`src/rtl/ckdf_pkg.sv`:
```
// Shared constants, types and functions for the Concat KDF SHA-256 block.
`timescale 1ns / 1ps
package ckdf_pkg;

  localparam int unsigned MessageBytesDef = 256;
  localparam int unsigned MaxKeyBytesDef  = 512;
  localparam int unsigned KeyLenW         = 10;
  localparam logic [KeyLenW-1:0] KeyLenReset = 10'd32;

  localparam logic [255:0] InitH = {
    32'h6a09e667, 32'hbb67ae85, 32'h3c6ef372, 32'ha54ff53a,
    32'h510e527f, 32'h9b05688c, 32'h1f83d9ab, 32'h5be0cd19
  };

  // Round constant lookup.
  function automatic logic [31:0] round_k(input logic [5:0] idx);
    logic [31:0] k;
    case (idx)
      6'd0: k = 32'h428a2f98;  6'd1: k = 32'h71374491;  6'd2: k = 32'hb5c0fbcf;
      6'd3: k = 32'he9b5dba5;  6'd4: k = 32'h3956c25b;  6'd5: k = 32'h59f111f1;
      6'd6: k = 32'h923f82a4;  6'd7: k = 32'hab1c5ed5;  6'd8: k = 32'hd807aa98;
      6'd9: k = 32'h12835b01;  6'd10: k = 32'h243185be; 6'd11: k = 32'h550c7dc3;
      6'd12: k = 32'h72be5d74; 6'd13: k = 32'h80deb1fe; 6'd14: k = 32'h9bdc06a7;
      6'd15: k = 32'hc19bf174; 6'd16: k = 32'he49b69c1; 6'd17: k = 32'hefbe4786;
      6'd18: k = 32'h0fc19dc6; 6'd19: k = 32'h240ca1cc; 6'd20: k = 32'h2de92c6f;
      6'd21: k = 32'h4a7484aa; 6'd22: k = 32'h5cb0a9dc; 6'd23: k = 32'h76f988da;
      6'd24: k = 32'h983e5152; 6'd25: k = 32'ha831c66d; 6'd26: k = 32'hb00327c8;
      6'd27: k = 32'hbf597fc7; 6'd28: k = 32'hc6e00bf3; 6'd29: k = 32'hd5a79147;
      6'd30: k = 32'h06ca6351; 6'd31: k = 32'h14292967; 6'd32: k = 32'h27b70a85;
      6'd33: k = 32'h2e1b2138; 6'd34: k = 32'h4d2c6dfc; 6'd35: k = 32'h53380d13;
      6'd36: k = 32'h650a7354; 6'd37: k = 32'h766a0abb; 6'd38: k = 32'h81c2c92e;
      6'd39: k = 32'h92722c85; 6'd40: k = 32'ha2bfe8a1; 6'd41: k = 32'ha81a664b;
      6'd42: k = 32'hc24b8b70; 6'd43: k = 32'hc76c51a3; 6'd44: k = 32'hd192e819;
      6'd45: k = 32'hd6990624; 6'd46: k = 32'hf40e3585; 6'd47: k = 32'h106aa070;
      6'd48: k = 32'h19a4c116; 6'd49: k = 32'h1e376c08; 6'd50: k = 32'h2748774c;
      6'd51: k = 32'h34b0bcb5; 6'd52: k = 32'h391c0cb3; 6'd53: k = 32'h4ed8aa4a;
      6'd54: k = 32'h5b9cca4f; 6'd55: k = 32'h682e6ff3; 6'd56: k = 32'h748f82ee;
      6'd57: k = 32'h78a5636f; 6'd58: k = 32'h84c87814; 6'd59: k = 32'h8cc70208;
      6'd60: k = 32'h90befffa; 6'd61: k = 32'ha4506ceb; 6'd62: k = 32'hbef9a3f7;
      default: k = 32'hc67178f2;
    endcase
    return k;
  endfunction

  // Control from the sequencer to the compression core.
  typedef struct packed {
    logic init;   // load initial chaining value
    logic start;  // start compressing the loaded block
  } core_ctrl_t;

endpackage

```
`src/rtl/ckdf_core.sv`:
```
// SHA-256 compression core: one round per cycle on a shared round unit.
`timescale 1ns / 1ps
module ckdf_core (
  input  logic                clk_i,
  input  logic                rst_ni,
  input  ckdf_pkg::core_ctrl_t ctrl_i,
  input  logic [511:0]        block_i,
  output logic                busy_o,
  output logic [255:0]        digest_o
);

  logic [255:0] h_q, h_d;
  logic [31:0]  v_q [8];
  logic [31:0]  v_d [8];
  logic [31:0]  w_q [16];
  logic [31:0]  w_d [16];
  logic [6:0]   rnd_q, rnd_d;
  logic         busy_q, busy_d;

  logic [31:0] e1, ch, t1, a1, mj, s0, s1, wnew;

  function automatic logic [31:0] rotr(input logic [31:0] x, input int n);
    return (x >> n) | (x << (32 - n));
  endfunction

  // Round datapath and schedule extension.
  always_comb begin
    e1 = rotr(v_q[4], 6) ^ rotr(v_q[4], 11) ^ rotr(v_q[4], 25);
    ch = (v_q[4] & v_q[5]) ^ (~v_q[4] & v_q[6]);
    t1 = v_q[7] + e1 + ch + ckdf_pkg::round_k(rnd_q[5:0]) + w_q[0];
    a1 = rotr(v_q[0], 2) ^ rotr(v_q[0], 13) ^ rotr(v_q[0], 22);
    mj = (v_q[0] & v_q[1]) ^ (v_q[0] & v_q[2]) ^ (v_q[1] & v_q[2]);
    s0 = rotr(w_q[1], 7) ^ rotr(w_q[1], 18) ^ (w_q[1] >> 3);
    s1 = rotr(w_q[14], 17) ^ rotr(w_q[14], 19) ^ (w_q[14] >> 10);
    wnew = w_q[0] + s0 + w_q[9] + s1;
  end

  // Sequencing of the 64 rounds and the final chaining add.
  always_comb begin
    h_d = h_q;
    v_d = v_q;
    w_d = w_q;
    rnd_d = rnd_q;
    busy_d = busy_q;
    if (ctrl_i.init) begin
      h_d = ckdf_pkg::InitH;
    end
    if (ctrl_i.start) begin
      busy_d = 1'b1;
      rnd_d = '0;
      for (int i = 0; i < 8; i++) v_d[i] = h_q[255 - 32*i -: 32];
      for (int i = 0; i < 16; i++) w_d[i] = block_i[511 - 32*i -: 32];
    end else if (busy_q) begin
      if (rnd_q == 7'd64) begin
        for (int i = 0; i < 8; i++) h_d[255 - 32*i -: 32] = h_q[255 - 32*i -: 32] + v_q[i];
        busy_d = 1'b0;
      end else begin
        v_d[7] = v_q[6]; v_d[6] = v_q[5]; v_d[5] = v_q[4];
        v_d[4] = v_q[3] + t1;
        v_d[3] = v_q[2]; v_d[2] = v_q[1]; v_d[1] = v_q[0];
        v_d[0] = t1 + a1 + mj;
        for (int i = 0; i < 15; i++) w_d[i] = w_q[i+1];
        w_d[15] = wnew;
        rnd_d = rnd_q + 7'd1;
      end
    end
  end

  always_ff @(posedge clk_i or negedge rst_ni) begin
    if (!rst_ni) begin
      busy_q <= 1'b0;
      rnd_q  <= '0;
    end else begin
      busy_q <= busy_d;
      rnd_q  <= rnd_d;
    end
  end

  always_ff @(posedge clk_i) begin
    h_q <= h_d;
    v_q <= v_d;
    w_q <= w_d;
  end

  assign busy_o   = busy_q;
  assign digest_o = h_q;

endmodule

```
`config.mk`:
```
export PLATFORM = sky130hd
export DESIGN_NAME = ckdf_core
export DESIGN_NICKNAME = d
export VERILOG_FILES = /design/src/rtl/ckdf_pkg.sv /design/src/rtl/ckdf_core.sv
export SDC_FILE = /design/constraint.sdc
export NUM_CORES = 2
export LEC_CHECK = 0
export CAP_MARGIN = 20
export CORE_AREA = 3 3 364 510
export CTS_CLUSTER_SIZE = 30
export DETAILED_ROUTE_END_ITERATION = 6
export DIE_AREA = 0 0 367 513
export DONT_BUFFER_PORTS = 1
export GPL_ROUTABILITY_DRIVEN = 0
export PLACE_DENSITY = 0.62
export SYNTH_ARGS = -nofsm -noshare
export SYNTH_HDL_FRONTEND = slang
export SYNTH_SLANG_ARGS = --single-unit
```
`constraint.sdc`:
```
create_clock -name clk_i -period 34.3 [get_ports clk_i]
set_input_delay 1.715 -clock clk_i [delete_from_list [all_inputs] [get_ports clk_i]]
set_output_delay 1.715 -clock clk_i [all_outputs]
set_load 0.1 [all_outputs]
```
======== Word-level counts from Yosys, hierarchy flattened ========
Memory sizes are Yosys's and may differ from the RTL's.
Index checks and enable logic that the tools add are counted.
word-level totals
  flip-flop bits (word level) ............. 1,032
  bits in read-only memories .............. 2,048
  input port bits ......................... 516
  output and inout bits ................... 257
  word-level logic and storage cells ...... 94
  memories kept ........................... 1
memory list
  name             words  bits a word  rd ports  clocked after memory_dff  wr ports  line            source
  (no name shown)  64     32           1         0                         0         ckdf_pkg.sv:18  case (idx)
operators by class
  $add $sub $neg .......................... 19
  equal/unequal tests ..................... 2
  multiplexer cells ....................... 16
  bitwise logic cells ..................... 27
  reductions and logical operators ........ 2
operators with widths
  operator               count
  $mux W256              7
  $mux W512              3
  $add A32 B32 Y32       18
  $xor A32 B32 Y32       9
  $and A32 B32 Y32       5
  $not A32 Y32           1
  $or A10 B32 Y32        1
  $or A13 B32 Y32        1
  $or A14 B32 Y32        1
  $or A15 B32 Y32        1
  $or A19 B32 Y32        1
  $or A21 B32 Y32        1
  $or A25 B32 Y32        1
  $or A26 B32 Y32        1
  $or A30 B32 Y32        1
  $or A7 B32 Y32         1
  $xor A32 B22 Y32       1
  $xor A32 B29 Y32       1
  $mux W7                3
  $add A7 B1 Y7 const B  1
  $eq A7 B7 Y1 const B   1
  $mux W1                3
  $ne A2 B2 Y1 const B   1
  $reduce_and A2 Y1      1
  $reduce_bool A2 Y1     1

======== Longest topological paths before layout ========
  depth after elaboration ................. 12
  depth in mapped cells ................... 38
  depth with buffers taken out ............ 36

======== Least setup slack after synthesis ========
OpenSTA, ideal clock, no wires.
  kind .................................... input to register
  start point ............................. input port ctrl_i[0] (netlist name)
  end point ............................... register v_q[0] (netlist name) (enable)
  setup time .............................. 1.278 ns
  data arrival time ....................... 20.737 ns
  required time ........................... 33.022 ns
  path slack .............................. 12.285 ns
  cell stages on the path ................. 4
  path buffers ............................ 3
  cells stage by stage .................... clkbuf_1 clkbuf_1 clkbuf_1 nand2b_1
on the way
  longest elaborated chain between the ends .. 2
  elaborated cells on any way between the ends .. 3
  those cells by class .................... 1 x eq/ne; 2 x reduce/logical
RTL lines
  element                                                              line             source
  start, declared                                                      ckdf_core.sv:6   input ckdf_pkg::core_ctrl_t ctrl_i,
  $ne A2 B2 Y1 (no line) / $reduce_bool A2 Y1 (equally long branches)  --
  $reduce_and A2 Y1 (no line) (*)                                      --
  end signal, assigned                                                 ckdf_core.sv:81  v_q <= v_d;
  end, declared                                                        ckdf_core.sv:13  logic [31:0] v_q [8];
Every way passes the cells marked *; elsewhere a longest branch is shown, timed or not.
A chain may end at the register's enable or synchronous reset.

==> run metrics <==
clock-pin slew of the registers on the worst-case setup and hold paths=0.07 ns; final setup vio count=0; WS Path Type=reg -> reg; fin crit share=27.9%; sum of buffers and inverters on the critical path=4; FP Rows=185; setup TNS=0 ns; Seq/Total Area, Yosys=41.2%; DRT iter0 DRCs=4898; fillcell total=17500; htree depth=3; Crit. End Element=register; Yosys reg bits=1032; die area=188000 um2; Synth top area share=33.5%; Slew HR=4.37%; Crit path top cell by count=o21ai_0; routed vias=52200; Crit path largest cell delay=0.84 ns; min Tclk post-route=9.56 ns; clk_lat worst skew=0.80 ns; DP HPWL=207000 um; Placed Instances=8783; clock root buffer=clkbuf_16; drt drc=70; Die Y=513 um; io pins=773; core area=181000 um2; layout cells sized above 1=16.7%; first-pass GRT wire length=368000 um; number of global-route vias before repair=51200; Ys Warns=0; vias per cell=5.78; unrepaired setup endpoints after global routing=false; multi-input logic area=37500 um2; Unique masters post-synth=101; Final Hold Fails=0; initial antenna violation count=89; Area Overhead vs Synth=10.6%; CTS hold repair buffers=0; ys async rst share=0.775%; port buffer count=0; Starting Density=38.0%; Gate Count Post-Synth=6472; DRT Pass-1 Iters=7; failing checks=design-rule violations; Die Span X=367 um; worst slew pin tran=1.43 ns; clock sink count=1032; hold crit path type=reg -> reg; total grt overflow=0; Required @ worst endpoint=34.79 ns; CP Max Fanout=27; post-cts sizing count=0; commonest non-fill, non-tap cells in the layout=edfxtp_1, mux2_2, o21ai_0; Max Cap Violations=0; Final Instance Area=76200 um2; clk buf depth=3; Avg Cell Area, Syn=10.6 um2; All-Layer GR Usage=26.9%; Slowest cell on crit path=ha_1; CP delay by family, top=compound AO/OA/AOI/OAI gates; Layout Cells excl Fill=9037; synthesized net count=7576; # Post-CTS Setup Buffers=0; crit start category=register; pin count of the biggest net entering global routing=906; Routed Antenna Nets=0; Yosys top cell by area=edfxtp_1; status=finished, violations left; EDFF count, synth=768; placed inst area=72200 um2; final wirelength=264000 um; Max Fclk=0.105 GHz; Nets=7584; CTS tree=built; storage element area=28400 um2; commonest non-fill, non-tap cell in the layout=edfxtp_1; Final Max Tran Viols=0; main flop type after synthesis=edfxtp_1; Routed WL per cell=29.2 um; top cells by area, synth=edfxtp_1, mux2_2, dfxtp_1; clock skew=0.0734 ns; cts bufs inserted=107; WP data arrival=10.05 ns; synthesized cell area=68900 um2
==> final cells by class <==
cell class,count,area share [%]
clock buffers,125,3.64
flip-flops and latches,1032,37.3
well taps,2431,3.99
clock inverters,78,1.07
inverters,494,2.43
repair buffers,197,2.23
diodes,32,0.105
multi-input cells,4648,49.3
==> logic make-up after synthesis <==
group / Yosys count / synth area share, %
compound gates: 1633 / 14.7
xor+xnor: 578 / 7.37
fa+ha+maj: 591 / 12.8
buf+inv: 792 / 4.33
flops: 1032 / 41.2
mux: 689 / 11.3
simple gates: 1157 / 8.30
==> synthesized netlist by cell type (11+ instances only) <==
cell type,n
and2_1,13
fa_1,195
o21ai_1,37
xor2_1,258
and4_1,11
a31o_2,11
nor3_1,136
mux2i_1,13
o211ai_1,33
o21bai_1,46
dfxtp_1,256
a21o_1,200
a211o_1,11
o21ai_0,542
mux2_2,672
nand4_1,30
a21oi_1,418
nand2b_1,58
edfxtp_1,768
nor2_1,228
nand2_1,363
a31oi_1,36
a2111oi_0,12
ha_1,393
a211oi_1,48
o21a_1,39
clkbuf_1,278
nand3b_1,109
inv_1,493
buf_1,17
o311ai_0,14
xnor2_1,319
and3_1,24
or3_1,33
nand3_1,67
nor2b_1,42
o31ai_1,41
==> layer usage <==
metal / track usage [%] / part of all wire, % / vias up
met1: 27.8 / 34 / 25500
met4: 18.9 / 8.3 / 50
met2: 47.3 / 50 / 2480
li1: - / - / 23500
met3: 7.04 / 8.0 / 786
met5: 0 / 0.14 / -
==> worst min-delay path: cells and delay by family, from the launching register on <==
| family | cells | cell delay, ns |
|---|---|---|
| flops | 1 | 0.33 |
| compound gates | 1 | 0.07 |
| simple gates | 1 | 0.05 |
==> stage by stage <==
step / hold WS [ns] / util [%] / setup slack (ns)
6_report: 0.500 / 42.0 / 24.74
5_1_grt: 0.522 / 42.0 / 24.31
4_1_cts: 0.507 / 41.8 / 25.11
3_5_place_dp: 0.492 / 39.8 / 25.11
3_3_place_gp: 0.479 / 39.8 / 25.36
2_1_floorplan: 0.514 / - / 12.29
==> sequential cells by signal (all words and copies together) (netlist names) <==
signal,cells
digest_o,256
busy_o,1
v_q,256
w_q,512
rnd_q,7
==> path summary, 6_finish.rpt <==
kind,slack (ns),start,depth (start not counted),endpoint
max,24.74,rnd_q[0],34,v_q[255]
min,0.50,digest_o[223],2,digest_o[223]
max reg2reg,24.74,rnd_q[0],34,v_q[255]
min reg2reg,0.50,digest_o[223],2,digest_o[223]
max in group asynchronous,33.54,rst_ni,0,rnd_q[0]
min in group asynchronous,0.62,rst_ni,0,rnd_q[2]
Power is left out: the tool's default activity adds up to more than one toggle a clock period on the data nets, which glitch-free logic cannot reach.
